## src/sv/ibpt_pkg.sv

```systemverilog
// Shared constants, types and the arctangent table of the inverse body pose transform.
package ibpt_pkg;

   // Default sizes of the coordinate and angle fields.
   localparam int COORD_WIDTH_DEF = 24;
   localparam int ANGLE_WIDTH_DEF = 16;

   // CORDIC datapath: 32-bit turn fractions, cosine and sine in Q1.30.
   localparam int CORDIC_WIDTH  = 32;
   localparam int CORDIC_STEPS  = 20;
   localparam int CS_FRAC_BITS  = 30;
   localparam int ANGLE_LANES   = 3;
   localparam logic [CORDIC_WIDTH-1:0] CORDIC_GAIN = 32'd652032874;

   // Lane order inside the CORDIC chain.
   localparam int LANE_ROLL  = 0;
   localparam int LANE_PITCH = 1;
   localparam int LANE_YAW   = 2;

   // Configuration register indexes.
   localparam int CSR_INDEX_WIDTH = 3;
   typedef enum logic [CSR_INDEX_WIDTH-1:0] {
      CSR_POSE_X      = 3'd0,
      CSR_POSE_Y      = 3'd1,
      CSR_POSE_Z      = 3'd2,
      CSR_ROLL_ANGLE  = 3'd3,
      CSR_PITCH_ANGLE = 3'd4,
      CSR_YAW_ANGLE   = 3'd5
   } csr_reg_type;

   // State of the three angle lanes as it moves from cell to cell.
   typedef struct packed {
      logic [ANGLE_LANES-1:0]                   flip;
      logic [ANGLE_LANES-1:0][CORDIC_WIDTH-1:0] x;
      logic [ANGLE_LANES-1:0][CORDIC_WIDTH-1:0] y;
      logic [ANGLE_LANES-1:0][CORDIC_WIDTH-1:0] z;
   } cordic_type;

   // Arctangent of 2^-step in units of 2^-32 turn.
   function automatic logic [CORDIC_WIDTH-1:0] atan_turn(input int step);
      logic [CORDIC_WIDTH-1:0] value;
      case (step)
         0:  value = 32'd536870912;
         1:  value = 32'd316933406;
         2:  value = 32'd167458907;
         3:  value = 32'd85004756;
         4:  value = 32'd42667331;
         5:  value = 32'd21354465;
         6:  value = 32'd10679838;
         7:  value = 32'd5340245;
         8:  value = 32'd2670163;
         9:  value = 32'd1335087;
         10: value = 32'd667544;
         11: value = 32'd333772;
         12: value = 32'd166886;
         13: value = 32'd83443;
         14: value = 32'd41722;
         15: value = 32'd20861;
         16: value = 32'd10430;
         17: value = 32'd5215;
         18: value = 32'd2608;
         19: value = 32'd1304;
         default: value = '0;
      endcase
      return value;
   endfunction

endpackage

```

## src/sv/ibpt_cordic_cell.sv

```systemverilog
// One CORDIC rotation step for the three pose angles, passing the point offset along.
module ibpt_cordic_cell
   import ibpt_pkg::*;
#(
   parameter int STEP        = 0,
   parameter int POINT_WIDTH = 3 * (COORD_WIDTH_DEF + 1)
) (
   input  logic                   clock,
   input  logic                   reset,
   input  logic                   in_valid,
   input  cordic_type             in_cs,
   input  logic [POINT_WIDTH-1:0] in_point,
   output logic                   out_valid,
   output cordic_type             out_cs,
   output logic [POINT_WIDTH-1:0] out_point
);

   localparam logic signed [CORDIC_WIDTH-1:0] ATAN = atan_turn(STEP);

   logic                   valid_ff;
   cordic_type             cs_ff;
   cordic_type             cs_in;
   logic [POINT_WIDTH-1:0] point_ff;

   // Rotate each lane toward zero residue; the lanes are independent.
   always_comb begin
      logic signed [CORDIC_WIDTH-1:0] xs;
      logic signed [CORDIC_WIDTH-1:0] ys;
      logic signed [CORDIC_WIDTH-1:0] zs;
      cs_in      = in_cs;
      for (int k = 0; k < ANGLE_LANES; k++) begin
         xs = $signed(in_cs.x[k]);
         ys = $signed(in_cs.y[k]);
         zs = $signed(in_cs.z[k]);
         if (!zs[CORDIC_WIDTH-1]) begin
            cs_in.x[k] = xs - (ys >>> STEP);
            cs_in.y[k] = ys + (xs >>> STEP);
            cs_in.z[k] = zs - ATAN;
         end else begin
            cs_in.x[k] = xs + (ys >>> STEP);
            cs_in.y[k] = ys - (xs >>> STEP);
            cs_in.z[k] = zs + ATAN;
         end
      end
   end

   // The valid bit is control state; the payload needs no reset.
   always_ff @(posedge clock) begin
      if (reset) begin
         valid_ff <= 1'b0;
      end else begin
         valid_ff <= in_valid;
      end
   end

   always_ff @(posedge clock) begin
      cs_ff    <= cs_in;
      point_ff <= in_point;
   end

   assign out_valid = valid_ff;
   assign out_cs    = cs_ff;
   assign out_point = point_ff;

endmodule

```

## config.mk

```make
export PLATFORM = sky130hd
export DESIGN_NAME = ibpt_cordic_cell
export DESIGN_NICKNAME = d
export VERILOG_FILES = /design/src/sv/ibpt_pkg.sv /design/src/sv/ibpt_cordic_cell.sv
export SDC_FILE = /design/constraint.sdc
export NUM_CORES = 1
export LEC_CHECK = 0
export ABC_AREA = 1
export BUFFER_PORTS_ARGS = -buffer_cell sky130_fd_sc_hd__buf_2
export CELL_PAD_IN_SITES_DETAIL_PLACEMENT = 0
export CELL_PAD_IN_SITES_GLOBAL_PLACEMENT = 2
export CORE_ASPECT_RATIO = 1.4
export CORE_MARGIN = 2
export CORE_UTILIZATION = 28
export CTS_CLUSTER_SIZE = 24
export DETAILED_ROUTE_END_ITERATION = 6
export PLACE_DENSITY_LB_ADDON = 0.05
export SYNTH_ARGS = -nofsm -noshare
export SYNTH_HDL_FRONTEND = slang
export SYNTH_SLANG_ARGS = --single-unit
```

## constraint.sdc

```tcl
create_clock -name clock -period 2.19 [get_ports clock]
set_input_delay 0.1095 -clock clock [delete_from_list [all_inputs] [get_ports clock]]
set_output_delay 0.1095 -clock clock [all_outputs]
set_load 0.01 [all_outputs]
```

== Yosys cells after proc, flatten, opt, wreduce, memory -nomap -nowiden ==
Index checks and enable logic that the tools add are counted.
Cells by class
  multiplexer cells: 9
  add/subtract/negate cells: 15
Operators by type and width (count)
  $mux W32: 9
  $sub A32 B32 Y32: 6
  $add A32 B31 Y32 const B: 3
  $add A32 B32 Y32: 3
  $sub A32 B31 Y32 const B: 3
Word-level totals
  word-level logic and storage cells: 36
  register bits: 367
  output and inout port bits: 367

== Longest topological paths before layout ==
Gate-level depths: netlist of run 1.
  word-level depth: 2
  gate-level depth with buffers: 16
  mapped depth without buffers: 15

== Worst setup path after synthesis of run 1 ==
No wires, ideal clock.
  kind: input to register
  start point: input in_cs[192] (netlist bit)
  end point: register cs_ff, in the netlist out_cs[208]
  required time: 2.077 ns
  setup slack: 0.589 ns
  path buffers: 0
  setup time: 0.113 ns
  arrival time: 1.489 ns
  stages on the path: 11
  cells stage by stage: inv_1 -> ha_1 -> fa_1 -> o21bai_1 -> nand2_1 -> nand2_1 -> inv_1 -> nor2_1 -> o21ai_0 -> nand3_1 -> nand2_1
RTL lines
  start: declaration: line ibpt_cordic_cell.sv:11  | input cordic_type in_cs,
  end signal: assignment: line ibpt_cordic_cell.sv:57  | cs_ff <= cs_in;
  end: declaration: line ibpt_cordic_cell.sv:21  | cordic_type cs_ff;

==> results of run 1 <==
==> layer usage <==
| layer | vias up | wire, um |
|---|---|---|
| met5 | - | 21 |
| li1 | 17400 | - |
| met3 | 167 | 6940 |
| met1 | 15500 | 58800 |
| met2 | 814 | 77000 |
| met4 | 4 | 4620 |
==> cell usage after synthesis, types with 3 or more instances <==
master / count
nand2_1: 1611
inv_1: 876
nand3_1: 424
nor2_1: 374
dfxtp_1: 364
ha_1: 282
a21oi_1: 232
o21ai_0: 178
xor2_1: 78
buf_2: 64
nand4_1: 52
o21bai_1: 48
clkbuf_1: 27
buf_4: 20
nor3_1: 18
and2_1: 17
o22ai_1: 14
o21ai_1: 13
fa_1: 12
inv_2: 12
nor2_2: 11
buf_1: 8
nand2_2: 7
nor3_2: 7
or2_2: 7
a31oi_1: 6
nand3b_1: 6
o211ai_2: 6
o31ai_1: 4
clkbuf_2: 3
==> kinds of logic (layout without fill, tap and decap cells) <==
kind of cell	count (synthesis)	count (layout)
and+or+nand+nor	2540	2540
buffers and inverters	1012	2400
AOI/OAI and AO/OA	506	506
DFF	364	364
adders and majority gates	294	294
xor gates and xnor gates	80	80
muxes	2	2
other	0	8
==> stage by stage <==
stage / instance area, um^2 / TNS (ns)
final: 41100 / 0
after CTS: 41000 / 0
after floorplan: 28900 / 0
after global placement: 37500 / -0.912
after detailed placement: 37500 / -1.08
after global routing: 41000 / 0
==> layout make-up <==
class                   count  area [um^2]  area share
diodes                      8         20.0    0.000488
clock buffers              58         1220      0.0298
well taps                1339         1680      0.0408
clock inverters            21          310     0.00756
flip-flops and latches    364         7290       0.177
multi-input cells        3422        17700       0.431
repair buffers           1431         9500       0.231
inverters                 890         3340      0.0814
==> flip-flops by register name (all words and copies together), names as in the netlist <==
signal,cells
out_point,75
out_cs,288
out_valid,1
==> repair_timing <==
action                                  in CTS  in global routing
endpoints found under the hold margin      195                  0
buffers inserted                             0                  1
hold buffers                               194                  0
resized for setup                            0                 13
endpoints found under the setup margin       0                 19
==> layout by cell type (no fill, tap or decap), types with 5 or more instances in the layout <==
master / netlist / routed
buf_12: 0 / 9
nor3_2: 7 / 7
o211ai_2: 6 / 6
inv_2: 12 / 14
fa_1: 12 / 10
nor2_1: 374 / 374
or2_2: 7 / 7
diode_2: 0 / 8
o21ai_1: 13 / 14
dlygate4sd3_1: 0 / 194
xor2_1: 78 / 78
nand4_1: 52 / 52
nand2_2: 7 / 12
a21oi_1: 232 / 232
o22ai_1: 14 / 14
nand2_1: 1611 / 1606
clkbuf_8: 0 / 9
buf_4: 20 / 493
nor2_2: 11 / 11
dfxtp_1: 364 / 364
bufinv_16: 0 / 5
nor3_1: 18 / 18
a31oi_1: 6 / 6
ha_1: 282 / 281
and2_1: 17 / 17
inv_1: 876 / 875
buf_2: 64 / 735
clkinv_2: 0 / 6
nand3b_1: 6 / 6
clkbuf_1: 27 / 6
o21bai_1: 48 / 46
clkbuf_16: 0 / 43
o21ai_0: 178 / 177
nand3_1: 424 / 422
==> path summary, 6_finish.rpt <==
kind / slack [ns] / to / cells after the start
max: 0.06 / out_cs[225]$_DFF_P_ / 8
min: 0.05 / out_cs[287]$_DFF_P_ / 6
==> where the power goes <==
part,switching (mW),leakage [nW],internal (mW)
combinational,5.97,19.7,3.85
clock,3.43,0.746,4.58
sequential,0.379,3.07,7.45
total,9.77,23.6,15.9
==> flow_metrics.tcl, run 1 <==
set metrics [dict create \
    fin_crit_ns 2.13 \
    synth-simple-area-share 0.361 \
    fin_ws_ns 0.0588 \
    path_max_fanout 3 \
    area_growth_pct 42.0 \
    dr.pass1.iters 6 \
    synthCells 4798 \
    routabilityCongestion 0.915 \
    num_vias 33900 \
    grtUsageTotal 0.270 \
    dpl.hpwl_um 127000 \
    grt_util_met3 0.0333 \
    drive_gt1_frac 0.223 \
    synth_top_family_by_area "simple AND/OR/NAND/NOR gates" \
    path_clk_slew_ns 0.07 \
    rsz0062_at_grt "no" \
    cts_buffers 43 \
    yosysTopAreaCell "dfxtp_1" \
    io_pins 736 \
    dp_cells 7251 \
    routedWlPerCell_um 19.6 \
    syn_area_mm2 0.0289 \
    period_share 0.973 \
    post-route-util 0.401 \
    postRouteAntennaNets 0 \
    synth_compound_area_frac 0.0950 \
    grt_pass1_wl_um 212000 \
    fin_cells 7533 \
    synthMuxAreaShare 0.000693 \
    initial_core_util 0.282 \
    p_leak_nw 23.6 \
    grt_pass1_vias 34100 \
    holdWs_ns 0.0457 \
    cp_top_family "buffers and inverters" \
    top_usage_layer "met2" \
    synth-edff-count 0 \
    setup-violations-final 0 \
    viasPerCell 4.51 \
    synth_area_leaders "dfxtp_1, nand2_1, ha_1, inv_1, nand3_1" \
    power_density_mw_per_mm2 625 \
    outcome "finished clean" \
    port-buffer-count 735 \
    cap_violations 0 \
    cp.required_ns 2.70 \
    synthesis.nets 5461 \
    synth_top_area_share 0.252 \
    dieArea_mm2 0.106 \
    path_cells "dlygate4sd3_1 -> buf_2 -> inv_1 -> ha_2 -> fa_1 -> dlygate4sd3_1 -> o21ai_1 -> dlygate4sd3_1" \
    hold_viol 0 \
    yosysWarnings 0 \
    ir_worst_vdd_mv 0.669 \
    fp.dieW_um 276 \
    dieHeight_um 384 \
    rows 139 \
    cts_root_buffer "clkbuf_16" \
    core_area_mm2 0.102 \
    met2_usage 0.516 \
    antenna_found_initial 7 \
    worst_pin_slew_ns 0.812 \
    synthDistinctLibCells 40 \
    wirelength_um 147000 \
    clockBufferDepth 3 \
    fin_nets 6815 \
    dp_slack_ns -0.223 \
    synth_xor_area_frac 0.0242 \
    worstSetupStartpointType "input pin" \
    cp_num_buf_inv 5 \
    grt-ovfl-total 0 \
    arrival_ns 2.64 \
    htree_levels 2 \
    synth_fa_ha_area_frac 0.130 \
    p_total_mw 25.7 \
    crit_top_cell "dlygate4sd3_1" \
    cts_num_sinks 364 \
    relSlewSlack 0.459 \
    ys_seq_area_frac 0.252 \
    synth_top_flop_cell "dfxtp_1" \
    critPathLaunch "in_cs[224]" \
    worstHoldStart "in_cs[191]" \
    end_kind "register" \
    hp-class "in -> reg" \
    synth-seq-cells 364 \
    cts_tree "yes" \
    critPathSlowestCell "dlygate4sd3_1" \
    async_flop_share 0 \
    use_met1 0.307 \
    final-max-slew-violation-count 0 \
    grt_max_degree 58 \
    slowest_delay_ns 0.56 \
    fmax_mhz 469 \
    worstSetupPathType "in -> reg" \
    drt_iter0_drc 1754 \
    remaining_drc_errors 0 \
    avgSynthCellArea_um2 6.02 \
    fillers 11400 \
]
Power figures use the tool's default switching activity.
==> run 2, diff against run 1 <==
--- a/config.mk
+++ b/config.mk
@@ -5,13 +5,11 @@
 export SDC_FILE = /design/constraint.sdc
 export NUM_CORES = 1
 export LEC_CHECK = 0
-export ABC_AREA = 1
 export BUFFER_PORTS_ARGS = -buffer_cell sky130_fd_sc_hd__buf_2
 export CELL_PAD_IN_SITES_DETAIL_PLACEMENT = 0
 export CELL_PAD_IN_SITES_GLOBAL_PLACEMENT = 2
-export CORE_ASPECT_RATIO = 1.4
 export CORE_MARGIN = 2
-export CORE_UTILIZATION = 28
+export CORE_UTILIZATION = 30
 export CTS_CLUSTER_SIZE = 24
 export DETAILED_ROUTE_END_ITERATION = 6
 export PLACE_DENSITY_LB_ADDON = 0.05
==> flow_metrics.tcl, run 2 <==
set metrics [dict create \
    outcome "finished with violations" \
    violations "setup timing" \
    fp.dieW_um 286 \
    fmax_mhz 453 \
    port-buffer-count 735 \
    post-route-util 0.508 \
    final-max-slew-violation-count 0 \
    synthesis.nets 3543 \
    p_leak_nw 19.7 \
    synthTopCellsByCount "dfxtp_1, a21oi_1, inv_1, ha_1, nor2_1" \
    rsz0062_at_grt "yes" \
    critPathLaunch "in_cs[96]" \
    wl_met1_um 53800 \
    synth_top_area_share 0.306 \
    most-common-layout-cells "buf_4, buf_2, dfxtp_1" \
    grt-ovfl-total 0 \
    path_cells "buf_8 -> ha_4 -> fa_2 -> nor2b_4 -> o211ai_1 -> a31oi_1 -> nor3_2 -> buf_4 -> a21oi_4 -> a211o_1 -> a31oi_4 -> mux2i_1 -> xnor2_1" \
    slowest_delay_ns 0.39 \
    period_share 1.01 \
    multi_input_area_mm2 0.0161 \
    htree_levels 2 \
    worstSetupStartpointType "input pin" \
    syn_area_mm2 0.0239 \
    final_common_cell "buf_4" \
    end_kind "register" \
    remaining_drc_errors 0 \
    fin_ws_ns -0.0191 \
    cts_tree "yes" \
    hold_viol 0 \
    drive_gt1_frac 0.416 \
    dp_slack_ns -0.928 \
    register_area_mm2 0.00729 \
    yosysTopAreaCell "dfxtp_1" \
    yosysMostFrequentCell "dfxtp_1" \
    cp_top_family "compound AO/OA/AOI/OAI gates" \
    largest_reg_flops 288 \
    cts_root_buffer "clkbuf_16" \
    ys_seq_area_frac 0.306 \
    worstSetupPathType "in -> reg" \
    fin_crit_ns 2.21 \
    synth-edff-count 0 \
    wl_met2_um 60900 \
    power_density_mw_per_mm2 668 \
    grt_pass1_wl_um 188000 \
    yosysWarnings 0 \
    grtUsageTotal 0.305 \
    synthCells 2880 \
    dr.pass1.iters 7 \
    dieArea_mm2 0.0818 \
    core_area_mm2 0.0789 \
    synth_top_flop_cell "dfxtp_1" \
    worst_pin_slew_ns 0.723 \
    dieHeight_um 286 \
    num_vias 28200 \
    synthDistinctLibCells 100 \
    cp_num_buf_inv 2 \
    routabilityCongestion 1.00 \
    io_pins 736 \
    cts_buffers 44 \
    viasPerCell 4.93 \
    routedWlPerCell_um 22.8 \
    cap_violations 0 \
    antenna_found_initial 37 \
    critPathSlowestCell "a211o_1" \
    setup-violations-final 1 \
    initial_core_util 0.302 \
    avgSynthCellArea_um2 8.28 \
    synth_area_leaders "dfxtp_1, ha_1, a21oi_1, xnor2_1, inv_1" \
    clockBufferDepth 3 \
    cp.required_ns 2.65 \
    path_clk_slew_ns 0.06 \
    highest_layer "met5" \
    hp-class "in -> reg" \
    wl_met3_um 9770 \
    area_growth_pct 67.9 \
    ir_worst_vdd_mv 0.488 \
    postRouteAntennaNets 0 \
    cts_num_sinks 364 \
    worstHoldStart "in_cs[228]" \
    fillers 7782 \
    arrival_ns 2.67 \
    grt_max_degree 75 \
    fin_cells 5718 \
    async_flop_share 0 \
    synth-seq-cells 364 \
    wirelength_um 130000 \
    fin_nets 5286 \
    relSlewSlack 0.514 \
    dp_cells 5406 \
    grt_pass1_vias 29100 \
    path_max_fanout 4 \
    dpl.hpwl_um 110000 \
    drt_iter0_drc 1753 \
    rows 103 \
]
==> run 2: cell count changes after synthesis, sizes merged, moves of 32 or more <==
cell | before | now
nand2 | 1618 | 126
inv | 888 | 290
nand3 | 426 | 37
nor2 | 386 | 213
xnor2 | 2 | 145
a21oi | 232 | 356
a21o | 2 | 73
xor2 | 78 | 34
nor2b | 0 | 33
nor3 | 25 | 58
clkbuf | 30 | 62
==> run 2: path summary, 6_finish.rpt <==
kind,endpoint,cells after the start
worst max-delay path,out_cs[124]$_DFF_P_,13
worst min-delay path,out_cs[228]$_DFF_P_,4
==> run 2: kinds of logic after synthesis <==
logic type	synth area share
buffers and inverters	0.0705
adder cells (fa/ha/maj)	0.158
flip-flops	0.306
AO/OA/AOI/OAI	0.259
multiplexers	0.0148
XOR/XNOR	0.0657
AND/OR/NAND/NOR	0.126
==> run 2: through the flow <==
stage	TNS, ns	hold slack [ns]	instance area, um^2	power (mW)
finish	-0.0191	0.0405	40000	26.7
global route	-0.413	0.0308	40000	28.0
CTS	0	0.00101	39300	26.6
detailed placement	-69.72	0.213	35500	17.8
global placement	-67.88	0.213	35500	17.8
floorplan	-1.22	0.137	24500	12.5
==> run 2: per-layer routing <==
metal  global-route usage  vias up
li1                     -    13500
met1                0.369    13400
met2                0.511      969
met3               0.0827      234
met4                0.122       34
met5                    0        -
==> run 2: final cells by class <==
cell class / count / area share
Antenna cell: 11 / 0.000688
Clock buffer: 57 / 0.0307
Clock inverter: 23 / 0.0103
Inverter: 297 / 0.0287
Multi-Input combinational cell: 2089 / 0.403
Sequential cell: 364 / 0.182
Tap cell: 1050 / 0.0328
Timing Repair Buffer: 1827 / 0.312
==> run 2: power breakdown <==
group / internal, mW / total (mW) / leakage, nW / switching [mW]
Combinational: 4.77 / 10.3 / 15.9 / 5.49
Sequential: 7.65 / 8.17 / 3.07 / 0.524
Clock: 5.07 / 8.30 / 0.799 / 3.23
Total: 17.5 / 26.7 / 19.7 / 9.25
==> run 2: repair_timing <==
| item | in CTS | in global routing |
|---|---|---|
| hold endpoints to repair | 193 | 0 |
| setup endpoints to repair | 36 | 74 |
| pin swaps | 24 | 88 |
| resized for setup | 47 | 119 |
| hold buffers | 190 | 0 |
| setup buffers | 13 | 20 |
==> run 3, diff against run 2 <==
--- a/config.mk
+++ b/config.mk
@@ -8,11 +8,11 @@
 export BUFFER_PORTS_ARGS = -buffer_cell sky130_fd_sc_hd__buf_2
 export CELL_PAD_IN_SITES_DETAIL_PLACEMENT = 0
 export CELL_PAD_IN_SITES_GLOBAL_PLACEMENT = 2
-export CORE_MARGIN = 2
 export CORE_UTILIZATION = 30
 export CTS_CLUSTER_SIZE = 24
 export DETAILED_ROUTE_END_ITERATION = 6
 export PLACE_DENSITY_LB_ADDON = 0.05
+export RECOVER_POWER = 100
 export SYNTH_ARGS = -nofsm -noshare
 export SYNTH_HDL_FRONTEND = slang
 export SYNTH_SLANG_ARGS = --single-unit
==> constraint.sdc (replaced) <==
create_clock -name clock -period 2.19 [get_ports clock]
set_input_delay 0.219 -clock clock [delete_from_list [all_inputs] [get_ports clock]]
set_output_delay 0.219 -clock clock [all_outputs]
set_load 0.01 [all_outputs]
==> flow_metrics.tcl, run 3 (synthesized netlist as in run 2, its figures left out) <==
set metrics [dict create \
    outcome "finished with violations" \
    violations "setup timing" \
    slowest_delay_ns 0.41 \
    remaining_drc_errors 0 \
    cts_num_sinks 364 \
    fillers 7946 \
    io_pins 736 \
    p_sw_frac 0.345 \
    grt_max_degree 90 \
    fin_nets 5295 \
    grt-ovfl-total 0 \
    place_area_mm2 0.0357 \
    worstSetupPathType "in -> reg" \
    internal_power_mw 17.3 \
    fin_cells 5724 \
    pwr-share-comb 0.376 \
    cts_tree "yes" \
    postRouteAntennaNets 0 \
    num_vias 28000 \
    dieArea_mm2 0.0806 \
    grtUsageTotal 0.270 \
    cp.required_ns 2.67 \
    cap_violations 0 \
    cts_buffers 45 \
    most-common-layout-cells "buf_4, clkbuf_1, dfxtp_1" \
    clockBufferDepth 3 \
    routabilityCongestion 0.954 \
    path_max_fanout 4 \
    power_density_mw_per_mm2 658 \
    worst_pin_slew_ns 0.683 \
    final-max-slew-violation-count 0 \
    register_area_mm2 0.00729 \
    wirelength_um 115000 \
    ir_worst_vdd_mv 0.551 \
    dp_slack_ns -0.944 \
    area_growth_pct 68.4 \
    drive_gt1_frac 0.355 \
    crit_top_cell "buf_4" \
    arrival_ns 2.75 \
    end_kind "register" \
    setup-violations-final 17 \
    cp_top_family "compound AO/OA/AOI/OAI gates" \
    period_share 1.04 \
    largest_reg_flops 288 \
    worstSetupStartpointType "input pin" \
    dpl.hpwl_um 94500 \
    grt_pass1_wl_um 170000 \
    dr.pass1.iters 5 \
    fin_ws_ns -0.0821 \
    viasPerCell 4.89 \
    p_leak_nw 18.8 \
    fin_crit_ns 2.27 \
    fmax_mhz 440 \
    fp.dieW_um 284 \
    switching_power_mw 9.13 \
    rows 103 \
    core_area_mm2 0.0789 \
    fin_setup_tns_ns -0.477 \
    final_common_cell "buf_4" \
    p_seq_frac 0.309 \
    htree_levels 2 \
    path_cells "buf_8 -> buf_4 -> ha_1 -> fa_1 -> nand2b_4 -> a21oi_4 -> o32ai_4 -> o21bai_1 -> a31oi_1 -> buf_4 -> o21a_4 -> o211ai_1 -> o21ai_2 -> xnor2_1" \
    path_clk_slew_ns 0.06 \
    antenna_found_initial 14 \
    hold_viol 0 \
    dp_cells 5404 \
    cts_root_buffer "clkbuf_16" \
    final_area_mm2 0.0402 \
    worstHoldStart "in_cs[214]" \
    clkPwrFrac 0.315 \
    port-buffer-count 735 \
    multi_input_area_mm2 0.0165 \
    routedWlPerCell_um 20.0 \
    initial_core_util 0.302 \
    critPathLaunch "in_cs[160]" \
    cp_num_buf_inv 3 \
    drt_iter0_drc 1489 \
    dieHeight_um 284 \
    rsz0062_at_grt "yes" \
    relSlewSlack 0.544 \
    grt_pass1_vias 28300 \
    hp-class "in -> reg" \
    critPathSlowestCell "fa_1" \
]
==> run 3: changes by cell type in the layout (fill, tap and decap cells not counted), moves of 9 or more <==
| cell | before | now |
|---|---|---|
| a21oi_2 | 22 | 44 |
| a21oi_1 | 330 | 305 |
| clkbuf_4 | 0 | 13 |
| o21ai_0 | 148 | 133 |
| ha_1 | 246 | 235 |
| clkbuf_1 | 5 | 392 |
| inv_1 | 271 | 261 |
| o21ai_2 | 11 | 20 |
| buf_2 | 727 | 326 |
==> run 3: final timing paths <==
kind	to	slack (ns)	cells past startpoint
worst max-delay path	out_cs[282]$_DFF_P_	-0.08	14
worst min-delay path	out_cs[118]$_DFF_P_	0.06	3
==> run 3: cell type report <==
cell class,count,area share
flip-flops and latches,364,0.181
multi-input cells,2089,0.412
repair buffers,1835,0.304
diodes,7,0.000436
well taps,1050,0.0327
inverters,297,0.0290
clock buffers,55,0.0302
clock inverters,27,0.0106
==> run 3: repair_timing <==
action                                  in CTS  in global routing
hold buffers                               184                  0
endpoints found under the setup margin      52                 86
buffers inserted                            16                 31
hold endpoints to repair                   183                  0
pin swaps                                   35                115
gates resized for setup                     46                244
==> run 3: tightest hold or removal path, delay by kind of cell <==
family,cells,cell delay [ns]
fa+ha+maj,1,0.19
buf+inv,1,0.09
xor+xnor,1,0.08
==> run 3: metrics by stage <==
step / total power [mW] / utilization / hold WS, ns
2_1_floorplan: 12.6 / - / 0.247
3_3_place_gp: 17.7 / 0.452 / 0.322
3_5_place_dp: 17.7 / 0.452 / 0.323
4_1_cts: 26.6 / 0.501 / 0.0179
5_1_grt: 27.8 / 0.509 / 0.0509
6_report: 26.4 / 0.509 / 0.0550
==> run 3: per-layer routing <==
metal,global-route usage,wire length (um),share of wire,up-vias
li1,-,-,-,13500
met1,0.351,50700,0.44,13400
met2,0.469,55200,0.48,859
met3,0.0407,5980,0.052,132
met4,0.0581,2620,0.023,8
met5,0,52,0.00045,-
==> run 3: power by group through the flow <==
stage | sequential (mW) | clock, mW | combinational, mW
final | 8.16 | 8.33 | 9.96
after global routing | 8.23 | 8.81 | 10.7
after CTS | 8.12 | 8.58 | 9.87
after detailed placement | 8.25 | 0 | 9.41
after global placement | 8.26 | 0 | 9.41
after floorplan | 8.59 | 0 | 3.97
